`src/rtl/slr_pkg.sv`:
```
package slr_pkg;

    localparam int MUL_W     = 17;
    localparam int DIV_NW    = 40;
    localparam int DIV_DW    = 32;
    localparam int SQ_W      = 32;
    localparam int CFG_W     = 32;
    localparam int CFG_IDX_W = 3;

    localparam logic [SQ_W-1:0] SQRT_BIT0 = 32'h4000_0000;
    localparam logic [DIV_DW-1:0] HUNDRED = 32'd100;

    localparam logic [1:0] OP_MOVE  = 2'd0;
    localparam logic [1:0] OP_TICK  = 2'd1;
    localparam logic [1:0] OP_BRAKE = 2'd2;
    localparam logic [1:0] OP_NOP   = 2'd3;

    localparam logic [1:0] MODE_STOP  = 2'd0;
    localparam logic [1:0] MODE_ACCEL = 2'd1;
    localparam logic [1:0] MODE_DECEL = 2'd2;
    localparam logic [1:0] MODE_RUN   = 2'd3;

    localparam logic [CFG_IDX_W-1:0] REG_MIN_DELAY_SCALE   = 3'd0;
    localparam logic [CFG_IDX_W-1:0] REG_FIRST_DELAY_SCALE = 3'd1;
    localparam logic [CFG_IDX_W-1:0] REG_ACCEL_SQRT_SCALE  = 3'd2;
    localparam logic [CFG_IDX_W-1:0] REG_SPEED_LIMIT_SCALE = 3'd3;
    localparam logic [CFG_IDX_W-1:0] REG_DUMMY_PERIOD      = 3'd4;

    typedef struct packed {
        logic [1:0]         operation;
        logic signed [15:0] step_count_req;
        logic [15:0]        accel_rate;
        logic [15:0]        decel_rate;
        logic [15:0]        top_speed;
        logic               limit_switch;
    } cmd_t;

    typedef struct packed {
        logic               step_pulse;
        logic               direction_out;
        logic [15:0]        timer_period;
        logic               timer_running;
        logic [1:0]         ramp_state;
        logic signed [15:0] position_out;
        logic               homed;
        logic               bad_command;
    } res_t;

endpackage

```
`src/rtl/slr_serial_mul.sv`:
```
module slr_serial_mul
    import slr_pkg::*;
(
    input  logic                 clk,
    input  logic                 rst_n,
    input  logic                 start,
    input  logic [MUL_W-1:0]     a,
    input  logic [MUL_W-1:0]     b,
    output logic                 done,
    output logic [2*MUL_W-1:0]   product
);

    localparam int CNT_W = $clog2(MUL_W);

    logic                 busy_reg;
    logic                 done_reg;
    logic [CNT_W-1:0]     cnt_reg;
    logic [2*MUL_W-1:0]   mcand_reg;
    logic [MUL_W-1:0]     mplier_reg;
    logic [2*MUL_W-1:0]   acc_reg;

    // one multiplier bit per cycle, shift and add
    always_ff @(posedge clk or negedge rst_n)
    begin
        if (!rst_n)
        begin
            busy_reg   <= 1'b0;
            done_reg   <= 1'b0;
            cnt_reg    <= '0;
            mcand_reg  <= '0;
            mplier_reg <= '0;
            acc_reg    <= '0;
        end
        else
        begin
            done_reg <= 1'b0;
            if (start)
            begin
                busy_reg   <= 1'b1;
                cnt_reg    <= '0;
                mcand_reg  <= (2*MUL_W)'(a);
                mplier_reg <= b;
                acc_reg    <= '0;
            end
            else if (busy_reg)
            begin
                if (mplier_reg[0])
                begin
                    acc_reg <= acc_reg + mcand_reg;
                end
                mcand_reg  <= mcand_reg << 1;
                mplier_reg <= mplier_reg >> 1;
                cnt_reg    <= cnt_reg + CNT_W'(1);
                if (cnt_reg == CNT_W'(MUL_W - 1))
                begin
                    busy_reg <= 1'b0;
                    done_reg <= 1'b1;
                end
            end
        end
    end

    assign done    = done_reg;
    assign product = acc_reg;

endmodule

```
`src/rtl/slr_serial_div.sv`:
```
module slr_serial_div
    import slr_pkg::*;
(
    input  logic                clk,
    input  logic                rst_n,
    input  logic                start,
    input  logic [DIV_NW-1:0]   dividend,
    input  logic [DIV_DW-1:0]   divisor,
    output logic                done,
    output logic [DIV_NW-1:0]   quotient,
    output logic [DIV_DW-1:0]   remainder
);

    localparam int CNT_W = $clog2(DIV_NW);

    logic                busy_reg;
    logic                done_reg;
    logic [CNT_W-1:0]    cnt_reg;
    logic [DIV_NW-1:0]   q_reg;
    logic [DIV_DW-1:0]   r_reg;
    logic [DIV_DW-1:0]   d_reg;
    logic [DIV_DW:0]     rem_sh;
    logic [DIV_DW:0]     diff;

    assign rem_sh = {r_reg, q_reg[DIV_NW-1]};
    assign diff   = rem_sh - {1'b0, d_reg};

    // restoring division, one quotient bit per cycle
    always_ff @(posedge clk or negedge rst_n)
    begin
        if (!rst_n)
        begin
            busy_reg <= 1'b0;
            done_reg <= 1'b0;
            cnt_reg  <= '0;
            q_reg    <= '0;
            r_reg    <= '0;
            d_reg    <= '0;
        end
        else
        begin
            done_reg <= 1'b0;
            if (start)
            begin
                busy_reg <= 1'b1;
                cnt_reg  <= '0;
                q_reg    <= dividend;
                r_reg    <= '0;
                d_reg    <= divisor;
            end
            else if (busy_reg)
            begin
                if (!diff[DIV_DW])
                begin
                    r_reg <= diff[DIV_DW-1:0];
                    q_reg <= {q_reg[DIV_NW-2:0], 1'b1};
                end
                else
                begin
                    r_reg <= rem_sh[DIV_DW-1:0];
                    q_reg <= {q_reg[DIV_NW-2:0], 1'b0};
                end
                cnt_reg <= cnt_reg + CNT_W'(1);
                if (cnt_reg == CNT_W'(DIV_NW - 1))
                begin
                    busy_reg <= 1'b0;
                    done_reg <= 1'b1;
                end
            end
        end
    end

    assign done      = done_reg;
    assign quotient  = q_reg;
    assign remainder = r_reg;

endmodule

```
`src/rtl/slr_isqrt.sv`:
```
module slr_isqrt
    import slr_pkg::*;
(
    input  logic              clk,
    input  logic              rst_n,
    input  logic              start,
    input  logic [SQ_W-1:0]   x,
    output logic              done,
    output logic [MUL_W-1:0]  root
);

    logic              busy_reg;
    logic              done_reg;
    logic [3:0]        cnt_reg;
    logic [SQ_W-1:0]   root_reg;
    logic [SQ_W-1:0]   bit_reg;
    logic [SQ_W-1:0]   left_reg;
    logic [SQ_W:0]     trial;

    assign trial = {1'b0, root_reg} + {1'b0, bit_reg};

    // one result bit per cycle, sixteen passes
    always_ff @(posedge clk or negedge rst_n)
    begin
        if (!rst_n)
        begin
            busy_reg <= 1'b0;
            done_reg <= 1'b0;
            cnt_reg  <= '0;
            root_reg <= '0;
            bit_reg  <= '0;
            left_reg <= '0;
        end
        else
        begin
            done_reg <= 1'b0;
            if (start)
            begin
                busy_reg <= 1'b1;
                cnt_reg  <= '0;
                root_reg <= '0;
                bit_reg  <= SQRT_BIT0;
                left_reg <= x;
            end
            else if (busy_reg)
            begin
                if (trial <= {1'b0, left_reg})
                begin
                    left_reg <= left_reg - trial[SQ_W-1:0];
                    root_reg <= (root_reg >> 1) + bit_reg;
                end
                else
                begin
                    root_reg <= root_reg >> 1;
                end
                bit_reg <= bit_reg >> 2;
                cnt_reg <= cnt_reg + 4'd1;
                if (cnt_reg == 4'd15)
                begin
                    busy_reg <= 1'b0;
                    done_reg <= 1'b1;
                end
            end
        end
    end

    // round up when the remainder exceeds the root
    assign done = done_reg;
    assign root = {1'b0, root_reg[MUL_W-2:0]} + MUL_W'(root_reg < left_reg);

endmodule

```
`src/rtl/stepper_linear_speed_ramp.sv`:
```
// one transaction in flight at a time; the result register frees the input side
// next transaction taken in the cycle after each result is registered
// timer tick: in accel or decel it waits on the serial divider
// move: waits on serial multiplies, divides and the root; a rejected move stops after the check
// brake, zero- and single-step moves, no-op: handled without the arithmetic units
// reset: asynchronous, active low; motor stopped, position zero, registers at defaults
module stepper_linear_speed_ramp
    import slr_pkg::*;
#(
    parameter int DELAY_BITS = 16
)
(
    input  logic                  clk,
    input  logic                  rst_n,
    input  logic                  in_valid,
    output logic                  in_ready,
    input  cmd_t                  in_data,
    output logic                  out_valid,
    input  logic                  out_ready,
    output res_t                  out_data,
    input  logic                  cfg_we,
    input  logic [CFG_IDX_W-1:0]  cfg_index,
    input  logic [CFG_W-1:0]      cfg_data
);

    localparam int D = DELAY_BITS;
    localparam logic [DIV_NW-1:0] DMAX = (DIV_NW'(1) << DELAY_BITS) - DIV_NW'(1);

    localparam logic [4:0] S_IDLE = 5'd0;
    localparam logic [4:0] S_DEC  = 5'd1;
    localparam logic [4:0] S_SPM  = 5'd2;
    localparam logic [4:0] S_SPD  = 5'd3;
    localparam logic [4:0] S_CHK  = 5'd4;
    localparam logic [4:0] S_FLD  = 5'd5;
    localparam logic [4:0] S_ASD  = 5'd6;
    localparam logic [4:0] S_SQR  = 5'd7;
    localparam logic [4:0] S_FDM  = 5'd8;
    localparam logic [4:0] S_FDD  = 5'd9;
    localparam logic [4:0] S_SSM  = 5'd10;
    localparam logic [4:0] S_SSD  = 5'd11;
    localparam logic [4:0] S_ALM  = 5'd12;
    localparam logic [4:0] S_ALD  = 5'd13;
    localparam logic [4:0] S_BRN  = 5'd14;
    localparam logic [4:0] S_DVM  = 5'd15;
    localparam logic [4:0] S_DVD  = 5'd16;
    localparam logic [4:0] S_COM  = 5'd17;
    localparam logic [4:0] S_THM  = 5'd18;
    localparam logic [4:0] S_TMD  = 5'd19;
    localparam logic [4:0] S_TDV  = 5'd20;
    localparam logic [4:0] S_TUP  = 5'd21;
    localparam logic [4:0] S_OUT  = 5'd22;

    function automatic logic [D-1:0] sat_d(input logic [DIV_NW-1:0] v);
        if (v > DMAX)
        begin
            sat_d = DMAX[D-1:0];
        end
        else
        begin
            sat_d = v[D-1:0];
        end
    endfunction

    // configuration
    logic [31:0] mds_reg;
    logic [15:0] fds_reg;
    logic [31:0] ass_reg;
    logic [15:0] sls_reg;
    logic [15:0] dum_reg;

    // ramp state
    logic [4:0]          state_reg;
    logic [1:0]          mode_reg;
    logic                dir_reg;
    logic [D-1:0]        delay_now_reg;
    logic [15:0]         decel_begin_reg;
    logic [15:0]         decel_steps_reg;
    logic [D-1:0]        floor_reg;
    logic [15:0]         ri_reg;
    logic [D-1:0]        dac_reg;
    logic [15:0]         sd_reg;
    logic [31:0]         rc_reg;
    logic [15:0]         pos_reg;
    logic                ticking_reg;

    // transaction working registers
    cmd_t                cmd_reg;
    logic                launched_reg;
    logic [31:0]         spdiv_reg;
    logic [D-1:0]        floor_t_reg;
    logic [D-1:0]        first_t_reg;
    logic [15:0]         smax_reg;
    logic [16:0]         alim_reg;
    logic [17:0]         dval_reg;
    logic [D-1:0]        nd_reg;
    logic                pulse_reg;
    logic [15:0]         period_reg;
    logic                homed_reg;
    logic                bad_reg;
    logic                out_valid_reg;
    res_t                out_data_reg;

    // units
    logic                mul_go, div_go, sq_go;
    logic                mul_start, div_start, sq_start;
    logic [MUL_W-1:0]    mul_a, mul_b;
    logic                mul_done, div_done, sq_done, unit_done;
    logic [2*MUL_W-1:0]  mul_p;
    logic [DIV_NW-1:0]   div_n, div_q;
    logic [DIV_DW-1:0]   div_d, div_r;
    logic [MUL_W-1:0]    sq_root;

    // move decode
    logic                neg;
    logic [16:0]         mag;
    logic [17:0]         dv;

    // tick recurrence
    logic [DIV_NW-1:0]   num_s, num_mag;
    logic                num_neg;
    logic [17:0]         den_s, den_mag;
    logic                den_neg;
    logic [DIV_NW:0]     nd_full;
    logic [D-1:0]        nd_sat;
    logic [15:0]         period_sat;

    assign neg = cmd_reg.step_count_req[15];
    assign mag = neg ? (17'h10000 - {1'b0, cmd_reg.step_count_req})
                     : {1'b0, cmd_reg.step_count_req};
    assign dv  = (dval_reg == 18'd0) ? 18'h3FFFF : dval_reg;

    assign num_s   = (DIV_NW'(delay_now_reg) << 1) + DIV_NW'($signed(rc_reg));
    assign num_neg = num_s[DIV_NW-1];
    assign num_mag = num_neg ? (DIV_NW'(0) - num_s) : num_s;
    assign den_s   = {ri_reg, 2'b01};
    assign den_neg = den_s[17];
    assign den_mag = den_neg ? (18'd0 - den_s) : den_s;
    assign nd_full = (num_neg ^ den_neg)
                   ? ({1'b0, DIV_NW'(delay_now_reg)} + {1'b0, div_q})
                   : ({1'b0, DIV_NW'(delay_now_reg)} - {1'b0, div_q});
    assign nd_sat  = nd_full[DIV_NW] ? '0 : sat_d(nd_full[DIV_NW-1:0]);
    assign period_sat = (DIV_NW'(delay_now_reg) > DIV_NW'(16'hFFFF))
                      ? 16'hFFFF : delay_now_reg[15:0];

    always_comb
    begin
        mul_go = 1'b0;
        div_go = 1'b0;
        sq_go  = 1'b0;
        mul_a  = '0;
        mul_b  = '0;
        div_n  = '0;
        div_d  = '0;
        unique case (state_reg)
            S_SPM:
            begin
                mul_go = 1'b1;
                mul_a  = MUL_W'(sls_reg);
                mul_b  = MUL_W'(cmd_reg.accel_rate);
            end
            S_SPD, S_FDD:
            begin
                div_go = 1'b1;
                div_n  = DIV_NW'(mul_p);
                div_d  = HUNDRED;
            end
            S_FLD:
            begin
                div_go = 1'b1;
                div_n  = DIV_NW'(mds_reg);
                div_d  = DIV_DW'(cmd_reg.top_speed);
            end
            S_ASD:
            begin
                div_go = 1'b1;
                div_n  = DIV_NW'(ass_reg);
                div_d  = DIV_DW'(cmd_reg.accel_rate);
            end
            S_SQR:
            begin
                sq_go = 1'b1;
            end
            S_FDM:
            begin
                mul_go = 1'b1;
                mul_a  = MUL_W'(fds_reg);
                mul_b  = sq_root;
            end
            S_SSM:
            begin
                mul_go = 1'b1;
                mul_a  = MUL_W'(cmd_reg.top_speed);
                mul_b  = MUL_W'(cmd_reg.top_speed);
            end
            S_SSD:
            begin
                div_go = 1'b1;
                div_n  = DIV_NW'(mul_p);
                div_d  = spdiv_reg;
            end
            S_ALM:
            begin
                mul_go = 1'b1;
                mul_a  = mag;
                mul_b  = MUL_W'(cmd_reg.decel_rate);
            end
            S_ALD:
            begin
                div_go = 1'b1;
                div_n  = DIV_NW'(mul_p);
                div_d  = DIV_DW'(cmd_reg.accel_rate) + DIV_DW'(cmd_reg.decel_rate);
            end
            S_DVM:
            begin
                mul_go = 1'b1;
                mul_a  = MUL_W'(smax_reg);
                mul_b  = MUL_W'(cmd_reg.accel_rate);
            end
            S_DVD:
            begin
                div_go = 1'b1;
                div_n  = DIV_NW'(mul_p);
                div_d  = DIV_DW'(cmd_reg.decel_rate);
            end
            S_TDV:
            begin
                div_go = 1'b1;
                div_n  = num_mag;
                div_d  = DIV_DW'(den_mag);
            end
            default:
            begin
            end
        endcase
    end

    assign mul_start = mul_go & ~launched_reg;
    assign div_start = div_go & ~launched_reg;
    assign sq_start  = sq_go & ~launched_reg;
    assign unit_done = mul_done | div_done | sq_done;

    slr_serial_mul u_mul (
        .clk     (clk),
        .rst_n   (rst_n),
        .start   (mul_start),
        .a       (mul_a),
        .b       (mul_b),
        .done    (mul_done),
        .product (mul_p)
    );

    slr_serial_div u_div (
        .clk       (clk),
        .rst_n     (rst_n),
        .start     (div_start),
        .dividend  (div_n),
        .divisor   (div_d),
        .done      (div_done),
        .quotient  (div_q),
        .remainder (div_r)
    );

    slr_isqrt u_sqrt (
        .clk   (clk),
        .rst_n (rst_n),
        .start (sq_start),
        .x     (div_q[SQ_W-1:0]),
        .done  (sq_done),
        .root  (sq_root)
    );

    always_ff @(posedge clk or negedge rst_n)
    begin
        if (!rst_n)
        begin
            mds_reg <= 32'd392699;
            fds_reg <= 16'd845;
            ass_reg <= 32'd628318530;
            sls_reg <= 16'd628;
            dum_reg <= 16'd125;
        end
        else if (cfg_we)
        begin
            unique case (cfg_index)
                REG_MIN_DELAY_SCALE:   mds_reg <= cfg_data;
                REG_FIRST_DELAY_SCALE: fds_reg <= cfg_data[15:0];
                REG_ACCEL_SQRT_SCALE:  ass_reg <= cfg_data;
                REG_SPEED_LIMIT_SCALE: sls_reg <= cfg_data[15:0];
                REG_DUMMY_PERIOD:      dum_reg <= cfg_data[15:0];
                default:
                begin
                end
            endcase
        end
    end

    always_ff @(posedge clk or negedge rst_n)
    begin
        if (!rst_n)
        begin
            state_reg       <= S_IDLE;
            mode_reg        <= MODE_STOP;
            dir_reg         <= 1'b0;
            delay_now_reg   <= '0;
            decel_begin_reg <= '0;
            decel_steps_reg <= '0;
            floor_reg       <= '0;
            ri_reg          <= '0;
            dac_reg         <= '0;
            sd_reg          <= '0;
            rc_reg          <= '0;
            pos_reg         <= '0;
            ticking_reg     <= 1'b0;
            cmd_reg         <= '0;
            launched_reg    <= 1'b0;
            spdiv_reg       <= '0;
            floor_t_reg     <= '0;
            first_t_reg     <= '0;
            smax_reg        <= '0;
            alim_reg        <= '0;
            dval_reg        <= '0;
            nd_reg          <= '0;
            pulse_reg       <= 1'b0;
            period_reg      <= '0;
            homed_reg       <= 1'b0;
            bad_reg         <= 1'b0;
            out_valid_reg   <= 1'b0;
            out_data_reg    <= '0;
        end
        else
        begin
            if (out_valid_reg && out_ready && state_reg != S_OUT)
            begin
                out_valid_reg <= 1'b0;
            end
            if (mul_start || div_start || sq_start)
            begin
                launched_reg <= 1'b1;
            end
            else if (unit_done)
            begin
                launched_reg <= 1'b0;
            end

            unique case (state_reg)
                S_IDLE:
                begin
                    if (in_valid)
                    begin
                        cmd_reg    <= in_data;
                        pulse_reg  <= 1'b0;
                        period_reg <= '0;
                        homed_reg  <= 1'b0;
                        bad_reg    <= 1'b0;
                        state_reg  <= S_DEC;
                    end
                end
                S_DEC:
                begin
                    unique case (cmd_reg.operation)
                        OP_MOVE:
                        begin
                            if (mag == 17'd0)
                            begin
                                dir_reg   <= neg;
                                state_reg <= S_OUT;
                            end
                            else if (mag == 17'd1)
                            begin
                                dir_reg       <= neg;
                                ri_reg        <= 16'hFFFF;
                                mode_reg      <= MODE_DECEL;
                                delay_now_reg <= D'(dum_reg);
                                period_reg    <= dum_reg;
                                ticking_reg   <= 1'b1;
                                state_reg     <= S_OUT;
                            end
                            else
                            begin
                                state_reg <= S_SPM;
                            end
                        end
                        OP_TICK:
                        begin
                            state_reg <= S_THM;
                        end
                        OP_BRAKE:
                        begin
                            ticking_reg     <= 1'b0;
                            mode_reg        <= MODE_STOP;
                            dir_reg         <= 1'b0;
                            delay_now_reg   <= '0;
                            decel_begin_reg <= '0;
                            decel_steps_reg <= '0;
                            floor_reg       <= '0;
                            ri_reg          <= '0;
                            dac_reg         <= '0;
                            sd_reg          <= '0;
                            rc_reg          <= '0;
                            state_reg       <= S_OUT;
                        end
                        default:
                        begin
                            state_reg <= S_OUT;
                        end
                    endcase
                end
                S_SPM:
                begin
                    if (mul_done)
                    begin
                        state_reg <= S_SPD;
                    end
                end
                S_SPD:
                begin
                    if (div_done)
                    begin
                        spdiv_reg <= div_q[31:0];
                        state_reg <= S_CHK;
                    end
                end
                S_CHK:
                begin
                    if (cmd_reg.top_speed == 16'd0 || spdiv_reg == 32'd0)
                    begin
                        bad_reg   <= 1'b1;
                        state_reg <= S_OUT;
                    end
                    else
                    begin
                        state_reg <= S_FLD;
                    end
                end
                S_FLD:
                begin
                    if (div_done)
                    begin
                        floor_t_reg <= sat_d(div_q);
                        state_reg   <= S_ASD;
                    end
                end
                S_ASD:
                begin
                    if (div_done)
                    begin
                        state_reg <= S_SQR;
                    end
                end
                S_SQR:
                begin
                    if (sq_done)
                    begin
                        state_reg <= S_FDM;
                    end
                end
                S_FDM:
                begin
                    if (mul_done)
                    begin
                        state_reg <= S_FDD;
                    end
                end
                S_FDD:
                begin
                    if (div_done)
                    begin
                        first_t_reg <= sat_d(div_q);
                        state_reg   <= S_SSM;
                    end
                end
                S_SSM:
                begin
                    if (mul_done)
                    begin
                        state_reg <= S_SSD;
                    end
                end
                S_SSD:
                begin
                    if (div_done)
                    begin
                        if (div_q > DIV_NW'(16'hFFFF))
                        begin
                            smax_reg <= 16'hFFFF;
                        end
                        else if (div_q == '0)
                        begin
                            smax_reg <= 16'd1;
                        end
                        else
                        begin
                            smax_reg <= div_q[15:0];
                        end
                        state_reg <= S_ALM;
                    end
                end
                S_ALM:
                begin
                    if (mul_done)
                    begin
                        state_reg <= S_ALD;
                    end
                end
                S_ALD:
                begin
                    if (div_done)
                    begin
                        alim_reg  <= (div_q == '0) ? 17'd1 : div_q[16:0];
                        state_reg <= S_BRN;
                    end
                end
                S_BRN:
                begin
                    if (alim_reg <= {1'b0, smax_reg} || cmd_reg.decel_rate == 16'd0)
                    begin
                        dval_reg  <= {1'b0, alim_reg} - {1'b0, mag};
                        state_reg <= S_COM;
                    end
                    else
                    begin
                        state_reg <= S_DVM;
                    end
                end
                S_DVM:
                begin
                    if (mul_done)
                    begin
                        state_reg <= S_DVD;
                    end
                end
                S_DVD:
                begin
                    if (div_done)
                    begin
                        if (div_q >= DIV_NW'(32768))
                        begin
                            dval_reg <= 18'h38000;
                        end
                        else
                        begin
                            dval_reg <= 18'd0 - {2'b00, div_q[15:0]};
                        end
                        state_reg <= S_COM;
                    end
                end
                S_COM:
                begin
                    dir_reg         <= neg;
                    decel_steps_reg <= dv[15:0];
                    decel_begin_reg <= mag[15:0] + dv[15:0];
                    floor_reg       <= floor_t_reg;
                    if (first_t_reg <= floor_t_reg)
                    begin
                        delay_now_reg <= floor_t_reg;
                        mode_reg      <= MODE_RUN;
                    end
                    else
                    begin
                        delay_now_reg <= first_t_reg;
                        mode_reg      <= MODE_ACCEL;
                    end
                    ri_reg      <= '0;
                    period_reg  <= dum_reg;
                    ticking_reg <= 1'b1;
                    state_reg   <= S_OUT;
                end
                S_THM:
                begin
                    period_reg <= period_sat;
                    if (dir_reg && cmd_reg.limit_switch)
                    begin
                        // homing: brake and zero the position before the tick proper
                        ticking_reg     <= 1'b0;
                        mode_reg        <= MODE_STOP;
                        dir_reg         <= 1'b0;
                        delay_now_reg   <= '0;
                        decel_begin_reg <= '0;
                        decel_steps_reg <= '0;
                        floor_reg       <= '0;
                        ri_reg          <= '0;
                        dac_reg         <= '0;
                        sd_reg          <= '0;
                        rc_reg          <= '0;
                        pos_reg         <= '0;
                        homed_reg       <= 1'b1;
                    end
                    state_reg <= S_TMD;
                end
                S_TMD:
                begin
                    if (mode_reg == MODE_STOP)
                    begin
                        sd_reg        <= '0;
                        rc_reg        <= '0;
                        ticking_reg   <= 1'b0;
                        delay_now_reg <= '0;
                        state_reg     <= S_OUT;
                    end
                    else
                    begin
                        pulse_reg <= 1'b1;
                        pos_reg   <= dir_reg ? (pos_reg - 16'd1) : (pos_reg + 16'd1);
                        sd_reg    <= sd_reg + 16'd1;
                        if (mode_reg == MODE_RUN)
                        begin
                            state_reg <= S_TUP;
                        end
                        else
                        begin
                            ri_reg    <= ri_reg + 16'd1;
                            state_reg <= S_TDV;
                        end
                    end
                end
                S_TDV:
                begin
                    if (div_done)
                    begin
                        nd_reg    <= nd_sat;
                        rc_reg    <= num_neg ? (32'd0 - div_r) : div_r;
                        state_reg <= S_TUP;
                    end
                end
                S_TUP:
                begin
                    state_reg <= S_OUT;
                    unique case (mode_reg)
                        MODE_ACCEL:
                        begin
                            if (sd_reg >= decel_begin_reg)
                            begin
                                ri_reg        <= decel_steps_reg;
                                mode_reg      <= MODE_DECEL;
                                delay_now_reg <= nd_reg;
                            end
                            else if (nd_reg <= floor_reg)
                            begin
                                dac_reg       <= nd_reg;
                                delay_now_reg <= floor_reg;
                                rc_reg        <= '0;
                                mode_reg      <= MODE_RUN;
                            end
                            else
                            begin
                                delay_now_reg <= nd_reg;
                            end
                        end
                        MODE_RUN:
                        begin
                            if (sd_reg >= decel_begin_reg)
                            begin
                                ri_reg        <= decel_steps_reg;
                                delay_now_reg <= dac_reg;
                                mode_reg      <= MODE_DECEL;
                            end
                            else
                            begin
                                delay_now_reg <= floor_reg;
                            end
                        end
                        MODE_DECEL:
                        begin
                            delay_now_reg <= nd_reg;
                            if (!ri_reg[15])
                            begin
                                mode_reg <= MODE_STOP;
                            end
                        end
                        default:
                        begin
                        end
                    endcase
                end
                S_OUT:
                begin
                    if (!out_valid_reg || out_ready)
                    begin
                        out_valid_reg              <= 1'b1;
                        out_data_reg.step_pulse    <= pulse_reg;
                        out_data_reg.direction_out <= dir_reg;
                        out_data_reg.timer_period  <= period_reg;
                        out_data_reg.timer_running <= ticking_reg;
                        out_data_reg.ramp_state    <= mode_reg;
                        out_data_reg.position_out  <= pos_reg;
                        out_data_reg.homed         <= homed_reg;
                        out_data_reg.bad_command   <= bad_reg;
                        state_reg                  <= S_IDLE;
                    end
                end
                default:
                begin
                    state_reg <= S_IDLE;
                end
            endcase
        end
    end

    assign in_ready  = (state_reg == S_IDLE);
    assign out_valid = out_valid_reg;
    assign out_data  = out_data_reg;

endmodule
```
`config.mk`:
```
export PLATFORM = sky130hd
export DESIGN_NAME = stepper_linear_speed_ramp
export DESIGN_NICKNAME = d
export VERILOG_FILES = /design/src/rtl/slr_pkg.sv /design/src/rtl/slr_serial_mul.sv /design/src/rtl/slr_serial_div.sv /design/src/rtl/slr_isqrt.sv /design/src/rtl/stepper_linear_speed_ramp.sv
export SDC_FILE = /design/constraint.sdc
export NUM_CORES = 2
export LEC_CHECK = 0
export BUFFER_PORTS_ARGS = -buffer_cell sky130_fd_sc_hd__buf_2
export CAP_MARGIN = 25
export CORE_UTILIZATION = 33
export DETAILED_ROUTE_END_ITERATION = 12
export PLACE_DENSITY_LB_ADDON = 0.25
export SLEW_MARGIN = 20
export SYNTH_ARGS = -nofsm -noshare
export SYNTH_HDL_FRONTEND = slang
export SYNTH_SLANG_ARGS = --single-unit
```
`constraint.sdc`:
```
create_clock -name clk -period 14.7 [get_ports clk]
set_input_delay 2.94 -clock clk [delete_from_list [all_inputs] [get_ports clk]]
set_output_delay 2.94 -clock clk [all_outputs]
set_load 0.005 [all_outputs]
```
Yosys cells after proc, flatten, opt, wreduce, memory -nomap -nowiden:

Index checks and enable logic that the tools add are counted.

* flip-flop bits (word level): 845
* input bits: 107
* output and inout port bits: 41
* word-level logic and storage cells: 422

* add/subtract/negate cells: 24
* $lt $le $gt $ge: 9
* equal/unequal tests: 75
* multiplexer cells: 168
* bitwise gates (word level): 7
* reduce and logical (&&, ||, !) cells: 76

Operators with widths (number)
* $mux 32: 19
* $mux 16: 29
* $pmux 16 s3: 6
* $pmux 32 s7: 1
* $mux 34: 5
* $pmux 16 s5: 2
* $pmux 32 s5: 1
* $pmux 40 s4: 1
* $mux 40: 3
* $mux 5: 22
* $pmux 5 s22: 1
* $pmux 16 s2: 3
* $pmux 17 s5: 1
* $gt 40x16->1 const B: 2
* $mux 18: 4
* $mux 17: 4
* $pmux 17 s4: 1
* $pmux 16 s4: 1
* $add 16x1->16 const B: 3
* $add 16x40->41: 1
* $mux 41: 1
* $sub 16x40->41: 1
* $eq 5x4->1 const B: 8
* $eq 5x5->1 const B: 8
* 86 further kinds: 231

Logic depth before layout (Yosys ltp):

* depth after elaboration: 7
* depth in mapped cells: 29
* depth with buffers taken out: 27

By module:

Synthesis repeated with hierarchy kept, for this count alone.

* cell total of the unflattened synthesis: 6259
* area, all modules: 56629.3 um^2

Modules (own cells, without submodules)
* stepper_linear_speed_ramp: times used 1, cells each 3719, area an instance 35002.3 um^2, seq. area each 13545.5 um^2
* slr_isqrt: times used 1, cells each 1141, area an instance 9063.7 um^2, seq. area each 2152.1 um^2
* slr_serial_div: times used 1, cells each 766, area an instance 6817.8 um^2, seq. area each 2802.7 um^2
* slr_serial_mul: times used 1, cells each 633, area an instance 5745.5 um^2, seq. area each 2302.2 um^2

Worst setup path before layout:

OpenSTA, ideal clock, no wires.

* path kind: register -> register
* from: reg delay_now_reg[2]
* to: reg nd_reg[13]
* library setup time: 124 ps
* data arrival time: 6143 ps
* data required time: 14576 ps
* slack: 8433 ps
* stages on the path, launching flop included: 29
* path buffers: 4
* clock period less this slack: 6267 ps
* path through: dfrtp_1 -> ha_1 -> o211ai_1 -> o211ai_1 -> a31oi_1 -> o41ai_4 -> a21oi_1 -> a211oi_2 -> clkbuf_1 -> buf_2 -> buf_1 -> nand2_1 -> xnor2_1 -> ha_1 -> nand4_1 -> nor4_1 -> nor2_1 -> a211oi_1 -> nand2_1 -> a21boi_1 -> mux2_2 -> o32ai_1 -> a21oi_1 -> o31ai_1 -> o41ai_1 -> nor4_1 -> o2111a_2 -> buf_6 -> a21oi_1

* cells in the longest elaborated chain, start to end: 6
* elaborated cells on any way between the ends: 8
* those cells by class: add/sub (3); order compare (1); mux (3); bitwise (1)

RTL lines
* from (decl): line stepper_linear_speed_ramp.sv:75 `logic [D-1:0] delay_now_reg;`
* from (signal assigned): line stepper_linear_speed_ramp.sv:373 `delay_now_reg <= D'(dum_reg);`
* from (signal assigned): line stepper_linear_speed_ramp.sv:555 `delay_now_reg <= floor_t_reg;`
* from (signal assigned): line stepper_linear_speed_ramp.sv:560 `delay_now_reg <= first_t_reg;`
* $add 18x32->33: line stepper_linear_speed_ramp.sv:132 `assign num_s = (DIV_NW'(delay_now_reg) << 1) + DIV_NW'($signed(rc_reg));`
* $xor 1x1->1: line stepper_linear_speed_ramp.sv:138 `assign nd_full = (num_neg ^ den_neg)`
* $mux 41 (*): line stepper_linear_speed_ramp.sv:139 `? ({1'b0, DIV_NW'(delay_now_reg)} + {1'b0, div_q})`
* $gt 40x16->1: line stepper_linear_speed_ramp.sv:54 `if (v > DMAX)`
* $mux 16: line stepper_linear_speed_ramp.sv:54
* $mux 16 (*): line stepper_linear_speed_ramp.sv:141 `assign nd_sat = nd_full[DIV_NW] ? '0 : sat_d(nd_full[DIV_NW-1:0]);`
* to (signal assigned): line stepper_linear_speed_ramp.sv:620 `nd_reg <= nd_sat;`
* to (decl): line stepper_linear_speed_ramp.sv:95 `logic [D-1:0] nd_reg;`

Every way passes the cells marked *; elsewhere a longest branch is shown, timed or not.
A chain may end at the register's enable or synchronous reset.

Final worst setup path:

* from: reg delay_now_reg[2]
* to: reg nd_reg[7]

The elaborated chain is that of the path after synthesis.

==> run metrics <==
run status=finished clean; Detail Route Antenna Nets=0; global-route wire length before repair=303000 um; register bit total from synthesis=829; number of top-level pins=148; routability-driven placement congestion ratio=0.953; MaxCap Viol Count=0; Global Route Usage Sum=0.236; post-synthesis sequential area ratio=0.376; total power divided by cell area=192 nW/um^2; R2R setup slack=6.49 ns; Hold Crit Depth=2; number of design rule violations left after detail routing=0; total non-filler cell area in the finished layout=62300 um^2; Iteration-0 DRC Markers=4621; # port buffers=147; wire length per cell=23.9 um; number of flops mapped to enable cells by yosys=0; Inserted Clock Buffers=99; Post-Syn Instances=6201; Worst-Margin Slew=1.07 ns; Fin Hold WS=0.476 ns; NumNets Final=6693; starting utilization of the core area=0.334; length of the first detailed-routing pass in iterations=9; top area cells in the synthesized netlist=sky130_fd_sc_hd__dfrtp_1, sky130_fd_sc_hd__ha_1, sky130_fd_sc_hd__mux2_2; highest attainable clock frequency=122 MHz; root buffer cell=sky130_fd_sc_hd__clkbuf_16; type of the tightest min-delay check=register to register; number of sinks on the clock net=829; pin count of the biggest net entering global routing=150; Die Y-Extent=411 um; Tcrit/Tclk final=0.558; largest driver fanout on the critical path=32; Congestion Overflow GR=0; relative area change from synthesis to final layout=12.7%; endpoint of the worst-slack reg-to-reg timing path=nd_reg[7]$_DFFE_PN0P_; Syn Area/Cell=8.92 um^2; mapped cell area=55300 um^2; area share of the leading cell type in the synthesized netlist=0.354; Total Neg Setup Slack=0 ns; maximum resistive drop on vdd=0.110 mV; Setup WS pre-CTS=6.74 ns; Hold-fix buffers, CTS=0; deepest level of the CTS H-tree=3; TritonCTS clock tree=built; share of synthesized registers carrying an async set or reset=1.00; number of rows created at floorplan=149; reg2reg path depth=25; Synth Net Count=6682; Core Footprint=166000 um^2; total number of vias=47932; number of flip-flops in the largest register=67; top cells by instance count after synthesis=sky130_fd_sc_hd__dfrtp_1, sky130_fd_sc_hd__nand2_1, sky130_fd_sc_hd__nor2_1; Die ar.=169000 um^2; unrepaired setup endpoints after global routing=false; Clk Latency, worst-skew pair=0.78 ns; die width=411 um; estimated wirelength of the detail-placed design=150000 um; total number of yosys warnings=0; clock-pin slew reported for the worst setup and hold paths after clock tree synthesis=0.06 ns; hold violation count in the final report=0; largest area contributor in the synthesized netlist=sky130_fd_sc_hd__dfrtp_1; vias in the first global route=45911; buffers inserted during post-CTS setup optimization=0; proportion of layout cells with a drive suffix above 1=0.139; number of gates resized after cts=0; vias per std cell=5.65; WP data required=15.36 ns; most frequent cell after synthesis=sky130_fd_sc_hd__dfrtp_1; type of origin of the critical path=register; crit path time final=8.21 ns; worst reg2reg path startpoint=delay_now_reg[2]$_DFFE_PN0P_; worst hold endpoint=decel_begin_reg[4]$_DFFE_PN0P_; Final Max Tran Viols=0; source of the worst hold timing path=decel_begin_reg[4]$_DFFE_PN0P_; worst endpoint data arrival time=8.87 ns; minimum setup slack in the final design=6.49 ns; largest buffer count on any clock path=3; DRT Wirelength=203000 um; total chip power=12.0 mW; critical path endpoint category=register; Placed Instance Area=58500 um^2; leakage=27.4 nW; antenna violations before repair=14; worst slew margin relative to its limit=0.285; distinct cell type count after synthesis=96; WS Path Type=register to register; most frequently used flop master after synthesis=sky130_fd_sc_hd__dfrtp_1; worst clock skew=0.0535 ns; # setup viols final=0
[through the flow]
stage          utilization  instances
2_1_floorplan            -       6201
3_3_place_gp         0.353       8294
3_5_place_dp         0.353       8296
4_1_cts              0.375       8481
5_1_grt              0.376       8485
6_report             0.376       8489
[layout make-up]
| class | count | area, um^2 |
|---|---|---|
| Fill cell | 16601 | 103000 |
| Sequential cell | 829 | 20800 |
| Tap cell | 2189 | 2740 |
| Antenna cell | 4 | 10.0 |
| Timing Repair Buffer | 270 | 1790 |
| Multi-Input combinational cell | 4692 | 32100 |
| Clock inverter | 42 | 827 |
| Clock buffer | 143 | 2850 |
| Inverter | 320 | 1200 |
[cell families after synthesis]
kind of cell,synth area share
buffers and inverters,0.0469
flip-flops,0.376
adder cells (fa/ha/maj),0.0858
AND/OR/NAND/NOR,0.153
multiplexers,0.0787
XOR/XNOR,0.0592
AO/OA/AOI/OAI,0.200
other,0.0000678
[cell usage in the layout, fill, tap and decap left out, types with 145 or more instances in the layout]
cell                      netlist  routed
sky130_fd_sc_hd__inv_1        318     318
sky130_fd_sc_hd__nor2_1       537     531
sky130_fd_sc_hd__buf_2         13     146
sky130_fd_sc_hd__xnor2_1      223     223
sky130_fd_sc_hd__nand3_1      145     145
sky130_fd_sc_hd__o21ai_0      455     453
sky130_fd_sc_hd__mux2_2       280     280
sky130_fd_sc_hd__dfrtp_1      783     780
sky130_fd_sc_hd__xor2_1       151     150
sky130_fd_sc_hd__nand2_1      601     599
sky130_fd_sc_hd__a21oi_1      434     432
sky130_fd_sc_hd__ha_1         365     365
[how the worst max path moves through the flow]
stage | cells after the start | to | startpoint
floorplan | 28 | nd_reg[13]$_DFFE_PN0P_ | delay_now_reg[2]$_DFFE_PN0P_
global placement | 25 | nd_reg[3]$_DFFE_PN0P_ | delay_now_reg[2]$_DFFE_PN0P_
detailed placement | 25 | nd_reg[14]$_DFFE_PN0P_ | delay_now_reg[3]$_DFFE_PN0P_
CTS | 25 | nd_reg[9]$_DFFE_PN0P_ | delay_now_reg[2]$_DFFE_PN0P_
global route | 25 | nd_reg[9]$_DFFE_PN0P_ | delay_now_reg[2]$_DFFE_PN0P_
finish | 25 | nd_reg[7]$_DFFE_PN0P_ | delay_now_reg[2]$_DFFE_PN0P_
[report_power, final]
| part | internal [mW] | switching (mW) | total (mW) |
|---|---|---|---|
| registers | 2.74 | 0.759 | 3.50 |
| logic | 2.13 | 3.57 | 5.70 |
| clock network | 1.69 | 1.10 | 2.79 |
[critical path, stage by stage (launching register included)]
cell	delay, ns
sky130_fd_sc_hd__dfrtp_1	0.42
sky130_fd_sc_hd__ha_1	0.38
sky130_fd_sc_hd__o211ai_1	0.14
sky130_fd_sc_hd__o211ai_1	0.42
sky130_fd_sc_hd__a31oi_1	0.29
sky130_fd_sc_hd__o41ai_4	0.70
sky130_fd_sc_hd__a21oi_1	0.31
sky130_fd_sc_hd__a211oi_4	0.21
sky130_fd_sc_hd__buf_4	0.43
sky130_fd_sc_hd__a21o_1	0.25
sky130_fd_sc_hd__inv_1	0.07
sky130_fd_sc_hd__fa_1	0.42
sky130_fd_sc_hd__nor2b_1	0.13
sky130_fd_sc_hd__o21a_1	0.14
sky130_fd_sc_hd__o21ai_1	0.11
sky130_fd_sc_hd__a21oi_1	0.25
sky130_fd_sc_hd__o21ai_0	0.11
sky130_fd_sc_hd__nand2b_1	0.13
sky130_fd_sc_hd__a31o_2	0.22
sky130_fd_sc_hd__o311ai_1	0.28
sky130_fd_sc_hd__nor4b_4	0.48
sky130_fd_sc_hd__nand4_2	0.74
sky130_fd_sc_hd__xnor2_1	0.40
sky130_fd_sc_hd__nor2_1	0.76
sky130_fd_sc_hd__nor2_1	0.12
sky130_fd_sc_hd__a21oi_1	0.16
[per-layer routing]
metal / share of wire / global-route usage / up-vias / wire length (um)
met5: 0.00062 / 0 / - / 126
met4: 0.050 / 0.110 / 20 / 10200
met3: 0.061 / 0.0370 / 386 / 12400
met2: 0.46 / 0.377 / 1468 / 92600
met1: 0.43 / 0.311 / 23755 / 87700
li1: - / - / 22303 / -
Power figures use the tool's default switching activity.
